===== src/assert_macros.svh =====
// ----------------------------------------------------------------------------
// Assertion macros
// Short forms for clocked, reset-qualified concurrent assertions.
// ----------------------------------------------------------------------------
`ifndef ASSERT_MACROS_SVH
`define ASSERT_MACROS_SVH

// Same-cycle implication, checked at every rising edge outside reset.
`define SWA_ASSERT_IMP(name, ante, cons) \
    name: assert property (@(posedge i_clk) disable iff (!i_rst_n) (ante) |-> (cons)) \
        else $error("apodizer assertion failed");

// Next-cycle implication, checked at every rising edge outside reset.
`define SWA_ASSERT_NXT(name, ante, cons) \
    name: assert property (@(posedge i_clk) disable iff (!i_rst_n) (ante) |=> (cons)) \
        else $error("apodizer assertion failed");

`endif


===== src/swa_pkg.sv =====
// ----------------------------------------------------------------------------
// swa_pkg
// Shared types, codes and constant functions of the spectral window apodizer.
// ----------------------------------------------------------------------------
package swa_pkg;

    localparam int SAMPLE_W     = 32;
    localparam int FRONT_STAGES = 5;
    localparam int BACK_STAGES  = 4;

    localparam logic [6:0] APEX_OFF = 7'd50;
    localparam logic [6:0] PERCENT  = 7'd100;

    // floor(x / 100) = (x * DIV100_MUL) >> DIV100_SHIFT for every x below 2^32.
    localparam logic [31:0] DIV100_MUL   = 32'd2748779070;
    localparam int          DIV100_SHIFT = 38;

    localparam logic [63:0] PI_Q30  = 64'd3373259426;
    localparam logic [63:0] Q30_ONE = 64'd1 << 30;

    typedef enum logic [2:0] {
        WIN_SQUARE   = 3'd0,
        WIN_PARZEN   = 3'd1,
        WIN_HANNING  = 3'd2,
        WIN_WELCH    = 3'd3,
        WIN_TRIANGLE = 3'd4
    } t_win;

    typedef enum logic [2:0] {
        CFG_WINDOW_TYPE   = 3'd0,
        CFG_COMPLEX_PAIRS = 3'd1,
        CFG_START_INDEX   = 3'd2,
        CFG_STOP_INDEX    = 3'd3,
        CFG_APEX_PERCENT  = 3'd4,
        CFG_POINT_COUNT   = 3'd5
    } t_cfg_idx;

    // Item payload and flags that travel alongside the ramp division.
    typedef struct packed {
        logic                in_span;
        logic                rone;
        logic [SAMPLE_W-1:0] re;
        logic [SAMPLE_W-1:0] im;
    } t_side;

    // One cosine table entry: angle 2*pi*k/2^ld folded into the first quarter,
    // Taylor series in Q30, truncated to f fraction bits.
    function automatic int swa_cos_entry(int unsigned k, int unsigned ld, int unsigned f);
        logic [63:0]        a;
        logic [63:0]        x2;
        logic [63:0]        term;
        logic [63:0]        mag;
        logic signed [63:0] sum;
        logic               neg;
        a   = (64'd2 * PI_Q30 * 64'(k)) >> ld;
        neg = 1'b0;
        if (a > PI_Q30) begin
            a = 64'd2 * PI_Q30 - a;
        end
        if (a > (PI_Q30 >> 1)) begin
            a   = PI_Q30 - a;
            neg = 1'b1;
        end
        x2   = (a * a) >> 30;
        term = Q30_ONE;
        sum  = signed'(Q30_ONE);
        for (int i = 1; i <= 12; i++) begin
            term = (term * x2) >> 30;
            term = term / 64'((2 * i - 1) * (2 * i));
            if (i[0]) begin
                sum = sum - signed'(term);
            end else begin
                sum = sum + signed'(term);
            end
        end
        if (sum < 0) begin
            sum = 0;
        end
        if (sum > signed'(Q30_ONE)) begin
            sum = signed'(Q30_ONE);
        end
        mag = 64'(sum) >> (30 - f);
        return neg ? -int'(mag) : int'(mag);
    endfunction

endpackage


===== src/swa_front.sv =====
// ----------------------------------------------------------------------------
// swa_front
// Five-stage front end: span, membership, apex offset and divider operands.
// ----------------------------------------------------------------------------
module swa_front import swa_pkg::*; #(
    parameter int IB = 16,
    parameter int F  = 16,
    parameter int LD = 10,
    parameter int NW = 27,
    parameter int DW = 17
) (
    input  logic                      i_clk,
    input  logic [FRONT_STAGES-1:0]   i_en,
    input  logic [15:0]               i_position,
    input  logic [SAMPLE_W-1:0]       i_sample_re,
    input  logic [SAMPLE_W-1:0]       i_sample_im,
    input  logic                      i_complex,
    input  logic [2:0]                i_window_type,
    input  logic [15:0]               i_start,
    input  logic [15:0]               i_stop,
    input  logic [6:0]                i_apex,
    input  logic [16:0]               i_point_count,
    output logic [NW-1:0]             o_rnum,
    output logic [DW-1:0]             o_rden,
    output logic [NW-1:0]             o_wnum,
    output logic [DW-1:0]             o_wden,
    output logic                      o_wzero,
    output t_side                     o_side
);

    localparam int PW  = (IB > 17) ? IB : 17;
    localparam int PRW = IB + 7;

    // Stage 1: sorted and clamped span.
    logic [IB-1:0]       w_sa, w_sb, w_s, w_e0, w_e;
    logic                w_pc0;
    logic [IB-1:0]       r1_pos, r1_s, r1_e;
    logic                r1_pc0;
    logic [SAMPLE_W-1:0] r1_re, r1_im;

    always_comb begin
        w_sa  = IB'(i_start);
        w_sb  = IB'(i_stop);
        w_s   = (w_sa > w_sb) ? w_sb : w_sa;
        w_e0  = (w_sa > w_sb) ? w_sa : w_sb;
        w_pc0 = (i_point_count == 17'd0);
        w_e   = (!w_pc0 && (PW'(w_e0) >= PW'(i_point_count)))
              ? IB'(i_point_count - 17'd1) : w_e0;
    end

    always_ff @(posedge i_clk) begin
        if (i_en[0]) begin
            r1_pos <= IB'(i_position);
            r1_s   <= w_s;
            r1_e   <= w_e;
            r1_pc0 <= w_pc0;
            r1_re  <= i_sample_re;
            r1_im  <= i_complex ? i_sample_im : '0;
        end
    end

    // Stage 2: membership, offset into the window and window length.
    logic                r2_inside;
    logic [IB-1:0]       r2_n, r2_len;
    logic [SAMPLE_W-1:0] r2_re, r2_im;

    always_ff @(posedge i_clk) begin
        if (i_en[1]) begin
            r2_inside <= !r1_pc0 && (r1_s <= r1_e) && (r1_pos >= r1_s) && (r1_pos <= r1_e);
            r2_n      <= r1_pos - r1_s;
            r2_len    <= r1_e - r1_s;
            r2_re     <= r1_re;
            r2_im     <= r1_im;
        end
    end

    // Stage 3: length times the saturated apex percentage.
    logic [6:0]          w_p;
    logic                r3_inside;
    logic [IB-1:0]       r3_n, r3_len;
    logic [PRW-1:0]      r3_prod;
    logic [SAMPLE_W-1:0] r3_re, r3_im;

    assign w_p = (i_apex > PERCENT) ? PERCENT : i_apex;

    always_ff @(posedge i_clk) begin
        if (i_en[2]) begin
            r3_prod   <= PRW'(r2_len) * PRW'(w_p);
            r3_inside <= r2_inside;
            r3_n      <= r2_n;
            r3_len    <= r2_len;
            r3_re     <= r2_re;
            r3_im     <= r2_im;
        end
    end

    // Stage 4: apex offset from the window start, divided by 100 through a reciprocal.
    logic [PRW+31:0]     w_big;
    logic                r4_inside;
    logic [IB-1:0]       r4_n, r4_len, r4_aoff;
    logic [SAMPLE_W-1:0] r4_re, r4_im;

    assign w_big = (PRW + 32)'(r3_prod) * (PRW + 32)'(DIV100_MUL);

    always_ff @(posedge i_clk) begin
        if (i_en[3]) begin
            r4_aoff   <= w_big[DIV100_SHIFT +: IB];
            r4_inside <= r3_inside;
            r4_n      <= r3_n;
            r4_len    <= r3_len;
            r4_re     <= r3_re;
            r4_im     <= r3_im;
        end
    end

    // Stage 5: dividend and divisor for the ramp and for the window.
    logic [IB+1:0] w_n2p1, w_n2, w_lx, w_d, w_tri;
    logic [NW-1:0] w_rnum, w_wnum;
    logic [DW-1:0] w_rden, w_wden;
    logic          w_rone, w_wzero;

    always_comb begin
        w_n2p1 = {1'b0, r4_n, 1'b1};
        w_n2   = {1'b0, r4_n, 1'b0};
        w_lx   = (IB + 2)'(r4_len);
        w_d    = (w_n2p1 >= w_lx) ? (w_n2p1 - w_lx) : (w_lx - w_n2p1);
        w_tri  = (w_n2 <= w_lx) ? w_n2 : ({1'b0, r4_len, 1'b0} - w_n2);

        w_rone = 1'b1;
        w_rnum = '0;
        w_rden = DW'(1);
        if (i_apex != APEX_OFF) begin
            if (r4_n < r4_aoff) begin
                w_rone = 1'b0;
                w_rnum = NW'(r4_n) << F;
                w_rden = DW'(r4_aoff);
            end else if (r4_n < r4_len) begin
                w_rone = 1'b0;
                w_rnum = NW'(r4_len - r4_n) << F;
                w_rden = DW'(r4_len - r4_aoff);
            end
        end

        w_wzero = 1'b0;
        w_wnum  = '0;
        w_wden  = DW'(1);
        unique case (t_win'(i_window_type))
            WIN_PARZEN, WIN_WELCH: begin
                w_wnum = NW'(w_d) << F;
                w_wden = DW'(r4_len) + DW'(1);
            end
            WIN_HANNING: begin
                w_wzero = (r4_len < IB'(2));
                w_wnum  = NW'(r4_n) << LD;
                w_wden  = w_wzero ? DW'(1) : (DW'(r4_len) - DW'(1));
            end
            WIN_TRIANGLE: begin
                w_wzero = (r4_len == '0);
                w_wnum  = NW'(w_tri) << F;
                w_wden  = w_wzero ? DW'(1) : DW'(r4_len);
            end
            default: begin
                w_wzero = 1'b0;
            end
        endcase
    end

    always_ff @(posedge i_clk) begin
        if (i_en[4]) begin
            o_rnum         <= w_rnum;
            o_rden         <= w_rden;
            o_wnum         <= w_wnum;
            o_wden         <= w_wden;
            o_wzero        <= w_wzero;
            o_side.in_span <= r4_inside;
            o_side.rone    <= w_rone;
            o_side.re      <= r4_re;
            o_side.im      <= r4_im;
        end
    end

endmodule


===== config.mk =====
export PLATFORM = sky130hd
export DESIGN_NAME = swa_front
export DESIGN_NICKNAME = d
export VERILOG_FILES = /design/src/assert_macros.svh /design/src/swa_pkg.sv /design/src/swa_front.sv
export SDC_FILE = /design/constraint.sdc
export NUM_CORES = 2
export LEC_CHECK = 0
export BUFFER_PORTS_ARGS = -buffer_cell sky130_fd_sc_hd__buf_4
export CORE_UTILIZATION = 55
export CTS_CLUSTER_SIZE = 24
export DETAILED_ROUTE_END_ITERATION = 10
export MAX_ROUTING_LAYER = met4
export PLACE_DENSITY = 0.82
export SYNTH_ARGS = -nofsm -noshare
export SYNTH_HDL_FRONTEND = slang
export SYNTH_SLANG_ARGS = --single-unit

===== constraint.sdc =====
create_clock -name i_clk -period 6.5 [get_ports i_clk]
set_clock_uncertainty 0.05 [all_clocks]
set_input_delay 0.975 -clock i_clk [delete_from_list [all_inputs] [get_ports i_clk]]
set_output_delay 0.975 -clock i_clk [all_outputs]
set_load 0.02 [all_outputs]

==> results.sh <==
export IMPL_status="finished, violations left"
export IMPL_violations="setup timing"
export IMPL_fp_dieH_um=269
export IMPL_post_route_drc_count=0
export IMPL_cts_buffers=57
export IMPL_post_place_cells=4575
export IMPL_holdWs_ps=349
export IMPL_final_cells=4707
export IMPL_cts_root_buf="clkbuf_16"
export IMPL_drtPass1Iterations=6
export IMPL_clkLatencyLatePin_ps=640
export IMPL_start_util_pct=55.8
export IMPL_netlist_instances=3268
export IMPL_syn2layout_area_growth_pct=16.6
export IMPL_setup_slack_ps=-49.0
export IMPL_cts_clk_slew_worst_paths_ps=60
export IMPL_mostFrequentLayoutCell="inv_1"
export IMPL_crit_fanout=3
export IMPL_post_route_period_util_pct=101
export IMPL_hold_path_class="flop to flop"
export IMPL_die_w_um=269
export IMPL_slew_headroom_pct=26.9
export IMPL_arrival_ps=6850
export IMPL_coreArea_um2=70400
export IMPL_hold_path_startpoint="r2_re[22]$_DFFE_PP_"
export IMPL_utilization_pct=65.1
export IMPL_rr_worst_depth=24
export IMPL_first_global_vias=26200
export IMPL_io_pins=301
export IMPL_cts_hold_buf=0
export IMPL_overflow=0
export IMPL_nets=4644
export IMPL_cp_end_kind="flop"
export IMPL_cts_buffer_depth=3
export IMPL_rsz0062_at_grt="true"
export IMPL_vias_per_cell=5.47
export IMPL_reg2reg_slack_ps=-50
export IMPL_design_die_area_um2=72500
export IMPL_synth_seq_area_share_pct=43.7
export IMPL_r2r_start="r3_prod[13]$_DFFE_PP_"
export IMPL_drive_gt1_share_pct=17.6
export IMPL_antenna_found_initial=2
export IMPL_vias=25700
export IMPL_cts_htree_levels=2
export IMPL_reg2reg_to="r4_aoff[15]$_DFFE_PP_"
export IMPL_ys_ff_latch=572
export IMPL_wl_um=95600
export IMPL_critPathLaunch="r3_prod[13]$_DFFE_PP_"
export IMPL_fin_crit_ps=6550
export IMPL_core_rowCount=97
export IMPL_hold_depth=0
export IMPL_cts_tree="yes"
export IMPL_worstHoldEndpoint="r3_re[22]$_DFFE_PP_"
export IMPL_grt_use_total_pct=27.1
export IMPL_grt_pass1_wl_um=147000
export IMPL_cts_sinks=572
export IMPL_cp_required_ps=6800
export IMPL_drv_cap=0
export IMPL_critPathLaunchType="flop"
export IMPL_maxSlewViolCount=0
export IMPL_avgSynthCellArea_um2=12.0
export IMPL_synth_flop_cell="edfxtp_1"
export IMPL_io_buffers=274
export IMPL_critPathKind="flop to flop"
export IMPL_place_ws_ps=-262
export IMPL_finalSetupViolations=2
export IMPL_antenna_left=0
export IMPL_worst_slew_pin_slew_ps=1100
export IMPL_post_drt_wl_per_cell_um=20.3
export IMPL_drt_iter0_drc=2072
export IMPL_place_gp_congestion=1.01
export IMPL_dpl_hpwl_um=75000
export IMPL_fmax_ghz=0.153
export IMPL_yosysUniqueCellTypes=75
export IMPL_yosysWarningCount=0
export IMPL_async_flop_share_pct=0
export IMPL_final_cell_mix="629 x inv_1, 572 x edfxtp_1, 439 x ha_1, 425 x buf_4, 300 x fa_1"
export IMPL_netlist_area_um2=39300
export IMPL_finalHoldViolations=0
export IMPL_synth_edff_count=572
export IMPL_grt_max_degree=88
-- through the flow --
step	instance area (um^2)	TNS, ps
final	45800	-71.1
after floorplan	39400	0
after global placement	43300	-1170
after detailed placement	43300	-1820
after global routing	45800	-1910
after CTS	45500	-53.9
-- Yosys cell counts, types with 6 or more instances --
library cell,number,area [um^2]
o22ai_1,12,75.1
nor2b_1,22,138
or3_1,14,87.6
a41oi_1,6,52.6
nor3_1,44,220
edfxtp_1,572,17200
nand3_1,46,230
or2_2,8,50.1
o21a_1,18,135
o21bai_1,13,97.6
buf_2,8,40.0
xnor2_1,78,683
o21ai_0,97,485
nand4_1,31,194
nor4_1,10,62.6
a221oi_1,8,70.1
nand2b_1,18,113
and2_1,62,388
clkbuf_1,35,131
o211ai_1,12,90.1
buf_4,27,203
fa_1,318,6370
ha_1,461,5770
a211oi_1,17,128
a21boi_0,9,67.6
inv_1,649,2440
a21o_1,45,338
mux2_2,34,383
and3_1,17,106
a21oi_1,121,606
nand2_1,209,785
a22oi_1,7,52.6
xor2_1,21,184
nor2_1,108,405
mux2i_1,11,110
a31oi_1,14,87.6
-- flip-flops by register name, summed over array words and instances (netlist names), 17 cells and up --
register / count
o_wden: 17
r3_prod: 23
r4_im: 32
r1_im: 32
o_rden: 17
r1_re: 32
r2_im: 32
o_side: 66
r2_re: 32
o_wnum: 17
r4_re: 32
r3_re: 32
r3_im: 32
-- timing repair --
item                                    4_1_cts  5_1_grt
setup buffers                                12       13
endpoints found under the setup margin       11       15
pin swaps                                    54       53
resized for setup                            51       58
-- cells by family (layout without fill, tap and decap cells) --
family | count (synthesis) | count (layout) | synth area share, %
AND/OR/NAND/NOR | 605 | 605 | 7.40
flip-flops | 572 | 572 | 43.7
XOR/XNOR | 99 | 99 | 2.21
AO/OA/AOI/OAI | 446 | 446 | 7.35
adder cells (fa/ha/maj) | 779 | 779 | 30.9
buffers and inverters | 721 | 1193 | 7.21
other | 1 | 28 | 0.00954
multiplexers | 45 | 45 | 1.25
-- worst max-delay path: stages (launching register included) --
cell and delay, ps:
edfxtp_1 430, buf_4 160, ha_1 180, ha_1 180, or2_2 320, inv_1 80, fa_2 480, fa_1 570
inv_1 70, fa_1 530, inv_1 50, fa_1 460, fa_1 540, inv_1 60, ha_4 270, nand2_1 70
a2111oi_2 380, buf_4 180, nand4_1 80, a31o_2 260, a31oi_4 280, a21oi_4 140, o211ai_2 230, a21oi_2 90
xnor2_1 120
-- worst max-delay path by stage --
stage / endpoint / slack, ps
detailed placement: r4_aoff[14]$_DFFE_PP_ / -260
global route: r4_aoff[15]$_DFFE_PP_ / -260
floorplan: r4_aoff[15]$_DFFE_PP_ / 10
CTS: r4_aoff[15]$_DFFE_PP_ / -30
finish: r4_aoff[15]$_DFFE_PP_ / -50
global placement: r4_aoff[14]$_DFFE_PP_ / -190
-- area by class of cell --
type / count / area [um^2]
Inverter: 649 / 2440
Antenna cell: 2 / 5.00
Sequential cell: 572 / 17200
Fill cell: 5223 / 24500
Clock buffer: 69 / 1470
Clock inverter: 36 / 370
Multi-Input combinational cell: 2000 / 19900
Timing Repair Buffer: 439 / 3360
Tap cell: 940 / 1180
-- layer usage --
metal / global-route usage, % / vias up / share of wire (%)
met2: 43.8 / 944 / 48
met3: 3.62 / 160 / 6.8
met1: 36.3 / 12600 / 43
li1: - / 12000 / -
met4: 7.42 / 0 / 2.6
met5: - / - / 0
Power is left out: the tool's default activity adds up to more than one toggle a clock period on the data nets, which glitch-free logic cannot reach.
