### config.mk
export PLATFORM = sky130hd
export DESIGN_NAME = swa_div
export DESIGN_NICKNAME = d
export VERILOG_FILES = /design/src/assert_macros.svh /design/src/swa_pkg.sv /design/src/swa_div.sv
export SDC_FILE = /design/constraint.sdc
export NUM_CORES = 1
export LEC_CHECK = 0
export BUFFER_PORTS_ARGS = -buffer_cell sky130_fd_sc_hd__buf_4
export CORE_MARGIN = 8
export CORE_UTILIZATION = 57
export CTS_CLUSTER_SIZE = 14
export DETAILED_ROUTE_END_ITERATION = 12
export HOLD_SLACK_MARGIN = 0.06
export PLACE_DENSITY = 0.78
export SLEW_MARGIN = 25
export SYNTH_ARGS = -nofsm -noshare
export SYNTH_HDL_FRONTEND = slang
export SYNTH_SLANG_ARGS = --single-unit
### constraint.sdc
create_clock -name i_clk -period 2.9 [get_ports i_clk]
set_clock_uncertainty 0.15 [all_clocks]
set_input_delay 0.58 -clock i_clk [delete_from_list [all_inputs] [get_ports i_clk]]
set_output_delay 0.58 -clock i_clk [all_outputs]
set_load 0.02 [all_outputs]
### src/assert_macros.svh
// ----------------------------------------------------------------------------
// Assertion macros
// Short forms for clocked, reset-qualified concurrent assertions.
// ----------------------------------------------------------------------------
`ifndef ASSERT_MACROS_SVH
`define ASSERT_MACROS_SVH

// Same-cycle implication, checked at every rising edge outside reset.
`define SWA_ASSERT_IMP(name, ante, cons) \
    name: assert property (@(posedge i_clk) disable iff (!i_rst_n) (ante) |-> (cons)) \
        else $error("apodizer assertion failed");

// Next-cycle implication, checked at every rising edge outside reset.
`define SWA_ASSERT_NXT(name, ante, cons) \
    name: assert property (@(posedge i_clk) disable iff (!i_rst_n) (ante) |=> (cons)) \
        else $error("apodizer assertion failed");

`endif

### src/swa_pkg.sv
// ----------------------------------------------------------------------------
// swa_pkg
// Shared types, codes and constant functions of the spectral window apodizer.
// ----------------------------------------------------------------------------
package swa_pkg;

    localparam int SAMPLE_W     = 32;
    localparam int FRONT_STAGES = 5;
    localparam int BACK_STAGES  = 4;

    localparam logic [6:0] APEX_OFF = 7'd50;
    localparam logic [6:0] PERCENT  = 7'd100;

    // floor(x / 100) = (x * DIV100_MUL) >> DIV100_SHIFT for every x below 2^32.
    localparam logic [31:0] DIV100_MUL   = 32'd2748779070;
    localparam int          DIV100_SHIFT = 38;

    localparam logic [63:0] PI_Q30  = 64'd3373259426;
    localparam logic [63:0] Q30_ONE = 64'd1 << 30;

    typedef enum logic [2:0] {
        WIN_SQUARE   = 3'd0,
        WIN_PARZEN   = 3'd1,
        WIN_HANNING  = 3'd2,
        WIN_WELCH    = 3'd3,
        WIN_TRIANGLE = 3'd4
    } t_win;

    typedef enum logic [2:0] {
        CFG_WINDOW_TYPE   = 3'd0,
        CFG_COMPLEX_PAIRS = 3'd1,
        CFG_START_INDEX   = 3'd2,
        CFG_STOP_INDEX    = 3'd3,
        CFG_APEX_PERCENT  = 3'd4,
        CFG_POINT_COUNT   = 3'd5
    } t_cfg_idx;

    // Item payload and flags that travel alongside the ramp division.
    typedef struct packed {
        logic                in_span;
        logic                rone;
        logic [SAMPLE_W-1:0] re;
        logic [SAMPLE_W-1:0] im;
    } t_side;

    // One cosine table entry: angle 2*pi*k/2^ld folded into the first quarter,
    // Taylor series in Q30, truncated to f fraction bits.
    function automatic int swa_cos_entry(int unsigned k, int unsigned ld, int unsigned f);
        logic [63:0]        a;
        logic [63:0]        x2;
        logic [63:0]        term;
        logic [63:0]        mag;
        logic signed [63:0] sum;
        logic               neg;
        a   = (64'd2 * PI_Q30 * 64'(k)) >> ld;
        neg = 1'b0;
        if (a > PI_Q30) begin
            a = 64'd2 * PI_Q30 - a;
        end
        if (a > (PI_Q30 >> 1)) begin
            a   = PI_Q30 - a;
            neg = 1'b1;
        end
        x2   = (a * a) >> 30;
        term = Q30_ONE;
        sum  = signed'(Q30_ONE);
        for (int i = 1; i <= 12; i++) begin
            term = (term * x2) >> 30;
            term = term / 64'((2 * i - 1) * (2 * i));
            if (i[0]) begin
                sum = sum - signed'(term);
            end else begin
                sum = sum + signed'(term);
            end
        end
        if (sum < 0) begin
            sum = 0;
        end
        if (sum > signed'(Q30_ONE)) begin
            sum = signed'(Q30_ONE);
        end
        mag = 64'(sum) >> (30 - f);
        return neg ? -int'(mag) : int'(mag);
    endfunction

endpackage

### src/swa_div.sv
// ----------------------------------------------------------------------------
// swa_div
// Pipelined restoring divider, one quotient bit per stage, with sideband.
// ----------------------------------------------------------------------------
module swa_div import swa_pkg::*; #(
    parameter int NW  = 27,
    parameter int DW  = 17,
    parameter int QW  = 17,
    parameter int SBW = 1
) (
    input  logic             i_clk,
    input  logic [QW-1:0]    i_en,
    input  logic [NW-1:0]    i_num,
    input  logic [DW-1:0]    i_den,
    input  logic [SBW-1:0]   i_side,
    output logic [QW-1:0]    o_quo,
    output logic [SBW-1:0]   o_side
);

    // The quotient must be below 2^QW; the caller keeps it there for items inside the span.
    logic [NW-1:0]  r_rem  [QW-1];
    logic [DW-1:0]  r_den  [QW-1];
    logic [QW-1:0]  r_quo  [QW];
    logic [SBW-1:0] r_side [QW];

    for (genvar j = 0; j < QW; j++) begin : g_stage
        localparam int K = QW - 1 - j;
        logic [NW-1:0]  w_rem;
        logic [DW-1:0]  w_den;
        logic [QW-1:0]  w_quo;
        logic [SBW-1:0] w_side;
        logic           w_take;

        if (j == 0) begin : g_first
            assign w_rem  = i_num;
            assign w_den  = i_den;
            assign w_quo  = '0;
            assign w_side = i_side;
        end else begin : g_next
            assign w_rem  = r_rem[j-1];
            assign w_den  = r_den[j-1];
            assign w_quo  = r_quo[j-1];
            assign w_side = r_side[j-1];
        end

        assign w_take = (w_rem >> K) >= NW'(w_den);

        always_ff @(posedge i_clk) begin
            if (i_en[j]) begin
                r_quo[j]  <= w_quo | (w_take ? (QW'(1) << K) : '0);
                r_side[j] <= w_side;
            end
        end

        if (j < QW - 1) begin : g_carry
            always_ff @(posedge i_clk) begin
                if (i_en[j]) begin
                    r_rem[j] <= w_take ? (w_rem - (NW'(w_den) << K)) : w_rem;
                    r_den[j] <= w_den;
                end
            end
        end
    end

    assign o_quo  = r_quo[QW-1];
    assign o_side = r_side[QW-1];

endmodule

==> run metrics, run 1 <==
number of setup violations in the final report=177; Final nets=4371; core area=74400 um2; Hold WC Path Type=input port to flop; pwr dens=828 nW/um2; Critical Path AT=3.62 ns; Worst setup SP type=flop; fin. max-slew vios=0; Clk pwr share=25.0%; clk slew on worst S/H paths=0.06 ns; Worst slew margin=around 42%; ant diodes=0; ratio of cells with drive above 1 in the final layout=between 20% and 30%; Seq/Total Area, Yosys=61.2%; Max Buffers Root-to-Sink=3; Buffers on Ports=80; Post-synth EDFFs=874; fmax=295 MHz; worst setup margin=-0.486 ns; Crit Path Max Fanout=8; Starting Density=57.6%; first-pass GRT wire length=~150000 um; switching share of power=a little under a third; post-synthesis instance total=3345; DRT Wirelength=roughly 100000 um; Num CTS Buffers=just under 90; crit path max-delay cell type=or4_4; synthesized area per cell=12.8 um2; Total GRT Usage=21.4%; Flop pwr share=40.1%; Hold Violations, Final=0; die area=around 84000 um2; max_cap viols=0; Lkg Pwr=0.0218 uW; WHS Path Cells=2; crit path time final=about 3.4 ns; Worst Tran Pin Value=0.866 ns; Pint=30700 uW; gp weighted congestion=~0.90; Yosys reg bits=between 800 and 900; CTS tree=done; crit-path cells=inv_2 > ha_4 > fa_2 > nor2b_2 > o31a_1 > o31a_1 > or4_4 > a2111oi_4 > nand2b_4 > buf_12 > mux2_4; Die H=290 um; Pwr Total=44900 uW; vias in the first global route=28.7k; Clk Latency, worst-skew pair=0.67 ns; largest net degree at the start of global routing=just over 60; most used cell, CP=o31a_1; slowest stage delay, CP=0.54 ns; Yosys cell types=76; Setup CP Type=flop to flop; RSZ-0062 raised after global routing=true; HPWL Detailed=63300 um; routed via count=29.3k; Setup TNS=-37.24 ns; antenna violations before repair=2; HP Start=i_num[24]; # DRC=0; final period utilization=117%; WHS Endpoint=r_rem[0][24]; clock tree sinks=between 800 and 900; combinational share of power=34.9%; r2r startpoint=r_rem[1][7]; Net Sw Power=14200 uW; Synth Flop Type=edfxtp_1; first drt pass iteration count=8; Avg WL per Cell=19.7 um; R2R depth=11; CP Capture Type=flop; Antenna Nets Post-Route=0; drt initial violations=2556; r2r setup slk=-0.49 ns; Synth warnings=0; area delta synth->final=26.5%; failing checks=setup timing; Post-Synthesis Cell Area=42900 um2; Worst VDD drop=between 0.5 and 0.6 mV; syn_nets=between 3k and 4k; clock root buffer=clkbuf_16; reg2reg end=r_rem[1][50]; H-tree Lvls=3; CP required=3.14 ns; Via-to-Cell Ratio=5.80; total grt overflow=0; Die Width=290 um; row count=100; status=finished with violations; IO Count=81; asr flop ratio synth=0%
-- metal layers --
layer / vias to the layer above / part of all wire (%) / track usage [%] / wire length [um]
li1: 13735 / - / - / -
met1: 14170 / 39 / 26.6 / 39100
met2: 1144 / 50 / 37.8 / 49900
met3: 285 / 6.9 / 3.33 / 6910
met4: 0 / 3.9 / 7.98 / 3910
met5: - / 0 / 0 / 0
-- placed cells by master (no fill, tap or decap), types with 38 or more instances in the layout --
master,n
edfxtp_1,874
xnor2_1,124
nor2_1,144
o21a_1,38
o21ai_0,106
ha_1,238
a21oi_2,40
a21o_1,89
o21ai_2,40
clkbuf_16,98
nor3_1,55
inv_1,312
buf_4,512
buf_6,55
mux2_2,80
xor2_1,90
nand2_1,178
nand3_1,43
a21oi_1,159
-- worst max-delay path by stage --
stage | startpoint | end | slack (ns)
after floorplan | r_rem[1][7] | r_rem[1][38] | -0.24
after global placement | r_rem[1][7] | r_rem[1][38] | -0.33
after detailed placement | r_rem[1][7] | r_rem[1][50] | -0.44
after CTS | r_rem[1][7] | r_rem[1][50] | -0.43
after global routing | r_rem[0][171] | r_rem[0][199] | -0.55
final | r_rem[1][7] | r_rem[1][50] | -0.49
-- stage by stage --
| stage | setup slack [ns] | hold slack (ns) | cell area [um2] | std cells | utilization (%) |
|---|---|---|---|---|---|
| 2_1_floorplan | -0.239 | 0.250 | 43000 | 3345 | - |
| 3_3_place_gp | -0.327 | 0.250 | 47700 | 4730 | 64.0 |
| 3_5_place_dp | -0.443 | 0.255 | 47700 | 4730 | 64.0 |
| 4_1_cts | -0.429 | 0.0654 | 52300 | 4980 | 70.2 |
| 5_1_grt | -0.551 | 0.0894 | 54200 | 5060 | 72.8 |
| 6_report | -0.486 | 0.0941 | 54200 | 5060 | 72.8 |
-- cells in the mapped netlist (6+ instances only) --
library cell  count  area, um2
edfxtp_1        874      26200
inv_1           336       1260
ha_1            268       3350
nand2_1         204        766
a21oi_1         199        996
nor2_1          192        721
o21ai_0         182        911
xnor2_1         126       1100
mux2_2          100       1130
xor2_1           90        788
a21o_1           89        668
nor3_1           61        305
nand3_1          47        235
nor2b_1          43        269
o21a_1           40        300
nand4_1          37        231
clkbuf_1         35        131
nand2b_1         31        194
a31oi_1          26        163
o31ai_1          24        180
a211oi_1         22        165
o211ai_1         22        165
o21bai_1         21        158
o31a_1           19        166
or3_1            19        119
nor4_1           17        106
fa_1             16        320
mux2i_1          16        160
and3_1           14       87.6
buf_2            12       60.1
nand3b_1         12       90.1
or2_2            11       68.8
a21boi_0          9       67.6
and2_1            9       56.3
a311oi_1          8       70.1
and4_1            8       70.1
or4_1             8       60.1
nor3b_1           7       52.6
nor4b_1           7       61.3
a211o_1           6       52.6
o41ai_1           6       52.6
-- area by class of cell --
type / instances / area [um2]
Clock buffer: 102 / 2250
Clock inverter: 54 / 564
Fill cell: 4370 / 20200
Inverter: 338 / 1290
Multi-Input combinational cell: 2081 / 17100
Sequential cell: 874 / 26200
Tap cell: 969 / 1210
Timing Repair Buffer: 642 / 5610
-- registers in the layout, indices dropped and copies added, names as in the netlist --
name    flops
r_side     17
r_rem     432
r_den     272
r_quo     153
-- critical path, delay by kind of cell, from the launching register on --
kind	cells	cell delay (ns)
AOI/OAI and AO/OA	3	0.91
adders and majority gates	2	0.36
buffers and inverters	2	0.27
DFF	1	0.43
muxes	1	0.30
and+or+nand+nor	3	0.70
-- cells by family (layout without fill, tap and decap cells) --
group                    after synthesis  in the layout  share of synthesized area (%)
multiplexers                         120            120                           3.14
flip-flops                           874            874                           61.2
AND/OR/NAND/NOR                      739            739                           8.42
buffers and inverters                390           1136                           3.50
adder cells (fa/ha/maj)              284            284                           8.57
AO/OA/AOI/OAI                        722            722                           10.7
XOR/XNOR                             216            216                           4.41
-- power by group through the flow --
stage          combinational (uW)  clock (uW)  sequential [uW]
2_1_floorplan                8780           0            17500
3_3_place_gp                12400           0            18000
3_5_place_dp                12700           0            18100
4_1_cts                     13900       11300            17900
5_1_grt                     17100       11800            18200
6_report                    15700       11200            18000
-- timing repair --
| item | in CTS | in global routing |
|---|---|---|
| hold buffers | 34 | 0 |
| hold endpoints to repair | 34 | 0 |
| pin swaps | 70 | 127 |
| gates resized for setup | 219 | 367 |
| setup buffers | 52 | 80 |
| cloned | 9 | 14 |
| setup endpoints to repair | 233 | 280 |
No activity file was read; power rests on OpenSTA's default activity.
==> run 2, diff against run 1 <==
--- a/config.mk
+++ b/config.mk
@@ -7,11 +7,11 @@
 export LEC_CHECK = 0
 export BUFFER_PORTS_ARGS = -buffer_cell sky130_fd_sc_hd__buf_4
 export CORE_MARGIN = 8
-export CORE_UTILIZATION = 57
+export CORE_UTILIZATION = 62
 export CTS_CLUSTER_SIZE = 14
 export DETAILED_ROUTE_END_ITERATION = 12
 export HOLD_SLACK_MARGIN = 0.06
-export PLACE_DENSITY = 0.78
+export PLACE_DENSITY = 0.81
 export SLEW_MARGIN = 25
 export SYNTH_ARGS = -nofsm -noshare
 export SYNTH_HDL_FRONTEND = slang
==> constraint.sdc (replaced) <==
create_clock -name i_clk -period 3.4 [get_ports i_clk]
set_clock_uncertainty 0.15 [all_clocks]
set_input_delay 0.68 -clock i_clk [delete_from_list [all_inputs] [get_ports i_clk]]
set_output_delay 0.68 -clock i_clk [all_outputs]
set_load 0.02 [all_outputs]
==> run 2 against run 1 <==
The run still ends with setup timing left. Sequential cell count is the same. Setup slack better by 0.48 ns. First-iteration DRC count decreased by 24%. Critical path depth increased by 2. Highest routed layer unchanged. Non-clock buffer count shrank 456. Clock-buffer cell count shrank 5. Largest cell class unchanged. Sequential share of layout area increased by 6.1 points.
==> run metrics, run 2 (synthesis gave the netlist of run 1 again) <==
fin. max-slew vios=0 (unchanged); Total GRT Usage=20.9% (was 21.4%); CP required=3.63 ns (was 3.14 ns); r2r startpoint=r_rem[1][7] (unchanged); worst path bufs/invs=3 (was 2); clock root buffer=clkbuf_16 (unchanged); cell family with most CP delay=compound AO/OA/AOI/OAI gates (unchanged); Pwr Total=34100 uW (was 44900 uW); IO Count=81 (unchanged); Via-to-Cell Ratio=5.84 (was 5.80); total grt overflow=0 (unchanged); Avg WL per Cell=18.2 um (was 19.7 um); Pint=23800 uW (was 30700 uW); Top reg by flops=r_rem (unchanged); clock tree sinks=874 (unchanged); Filler Cell Count=4486 (was 4370); commonest non-fill, non-tap cells in the layout=edfxtp_1 (874), inv_1 (336), ha_1 (267) (was edfxtp_1 (874), buf_4 (512), inv_1 (312)); area delta synth->final=12.3% (was 26.5%); Max Buffers Root-to-Sink=3 (unchanged); Crit Path Max Fanout=15 (was 8); Num CTS Buffers=87 (unchanged); Starting Density=62.6% (was 57.6%); WP depth=13 (was 11); pwr dens=708 nW/um2 (was 828 nW/um2); switching share of power=30.2% (was 31.6%); max_cap viols=0 (unchanged); vias in the first global route=26.1k (was 28.7k); worst setup margin=-0.00357 ns (was -0.486 ns); first drt pass iteration count=5 (was 8); Place WS=-0.0270 ns (was -0.443 ns); routed via count=26.4k (was 29.3k); Worst Tran Pin Value=0.812 ns (was 0.866 ns); Hold WC Path Type=input port to flop (unchanged); row count=96 (was 100); crit path time final=3.40 ns (was 3.39 ns); FF/Latch Area=26200 um2 (unchanged); CP Capture Type=flop (unchanged); multi-input combinational cell area=15200 um2 (was 17100 um2); H-tree Lvls=3 (unchanged); number of setup violations in the final report=1 (was 177); ant diodes=0 (unchanged); clk slew on worst S/H paths=0.06 ns (about the same); Setup CP Type=flop to flop (unchanged); failing checks=setup timing (unchanged); most common cell after layout, fill and taps aside=edfxtp_1 (unchanged); HPWL Detailed=59200 um (was 63300 um); Worst VDD drop=0.494 mV (was 0.574 mV); # DRC=0 (unchanged); Lkg Pwr=0.0190 uW (was 0.0218 uW); R2R depth=13 (was 11); crit path launch=r_rem[1][7] (unchanged); most used cell, CP=o31a_1 (unchanged); Worst setup SP type=flop (unchanged); Worst slew margin=45.9% (was 42.3%); status=finished with violations (unchanged); Net Sw Power=10300 uW (was 14200 uW); Critical Path AT=3.63 ns (was 3.62 ns); RSZ-0062 raised after global routing=true (unchanged); crit path max-delay cell type=or4_4 (unchanged); antenna violations before repair=0 (was 2); ratio of cells with drive above 1 in the final layout=12.1% (was 29.2%); Die Width=279 um (was 290 um); Die H=279 um (was 290 um); design area=48100 um2 (was 54200 um2); drt initial violations=1939 (was 2556); fmax=294 MHz (was 295 MHz); DRT Wirelength=82400 um (was 99900 um); Antenna Nets Post-Route=0 (unchanged); gp weighted congestion=0.939 (was 0.895); crit path to=r_rem[1][41] (was r_rem[1][50]); Clk pwr share=26.4% (was 25.0%); final period utilization=100% (was 117%); die area=77800 um2 (was 84200 um2); core area=68500 um2 (was 74400 um2); Buffers on Ports=80 (unchanged); reg2reg end=r_rem[1][41] (was r_rem[1][50]); Flop pwr share=44.7% (was 40.1%); Hold Violations, Final=0 (unchanged); r2r setup slk=-0.004 ns (was -0.49 ns); CTS tree=done (unchanged); largest net degree at the start of global routing=62 (unchanged); max reg flops=432 (unchanged); first-pass GRT wire length=132000 um (was 147000 um); Final nets=3915 (was 4371); slowest stage delay, CP=0.54 ns (about the same); biggest regs=r_rem (432), r_den (272), r_quo (153) (unchanged); Clk Latency, worst-skew pair=0.64 ns (was 0.67 ns); crit-path cells=inv_1 > ha_2 > fa_2 > nor2b_2 > o31a_1 > o31a_1 > or4_4 > a2111oi_4 > nand2b_4 > buf_4 > clkbuf_16 > nor2_1 > a21oi_1 (was inv_2 > ha_4 > fa_2 > nor2b_2 > o31a_1 > o31a_1 > or4_4 > a2111oi_4 > nand2b_4 > buf_12 > mux2_4); combinational share of power=28.9% (was 34.9%); DP Area=44900 um2 (was 47700 um2)
[run 2: changes by cell type in the layout (fill, tap and decap cells not counted), sizes merged]
cell	delta
clkinvlp	-3
buf	-441
clkbuf	-15
inv	-1
dlygate4sd3	-5
clkinv	+12
bufinv	-4
[run 2: layout make-up]
cell class / instances / area share [%]
sequential: 874 / 54.5
clock buffer: 97 / 4.60
tap: 882 / 2.29
multi-input combinational: 2081 / 31.7
inverter: 338 / 2.64
timing repair buffer: 186 / 3.31
clock inverter: 58 / 0.970
[run 2: what timing repair did]
item | CTS | global route
hold buffers | 29 | 0
pin swaps | 1 | 12
hold endpoints to repair | 29 | 0
setup endpoints to repair | 5 | 82
buffers inserted | 0 | 13
cloned | 0 | 1
gates resized for setup | 2 | 28
[run 2: how the worst min path moves through the flow]
stage / startpoint / end / slack [ns] / depth (start not counted)
CTS: i_num[8] / r_rem[0][8] / 0.06 / 1
global route: i_num[8] / r_rem[0][8] / 0.07 / 1
global placement: r_rem[0][36] / r_rem[0][63] / 0.25 / 0
finish: i_num[8] / r_rem[0][8] / 0.1 / 1
detailed placement: r_quo[1][100] / r_quo[1][117] / 0.25 / 0
floorplan: r_quo[0][83] / r_quo[0][100] / 0.25 / 0
[run 2: layer usage]
metal | GRT usage, % | part of all wire (%)
met1 | 26.0 | 41
met2 | 36.8 | 49
met3 | 3.16 | 5.7
met4 | 8.26 | 3.8
met5 | 0 | 0
[run 2: per-stage QoR]
stage          setup TNS (ns)  hold WS [ns]  utilization, %  cells
5_1_grt                -0.871        0.0715            70.3   4516
6_report             -0.00357        0.0994            70.3   4516
4_1_cts                     0        0.0629            70.0   4502
3_3_place_gp                0         0.251            65.6   4318
2_1_floorplan               0         0.250               -   3345
3_5_place_dp          -0.0917         0.255            65.6   4318
[run 2: power groups by stage]
stage	Sequential [uW]	Combinational (uW)	Clock (uW)
detailed placement	15400	9490	0
floorplan	15000	7400	0
global route	15400	11000	9540
global placement	15400	9230	0
finish	15200	9860	8990
CTS	15200	9630	9170
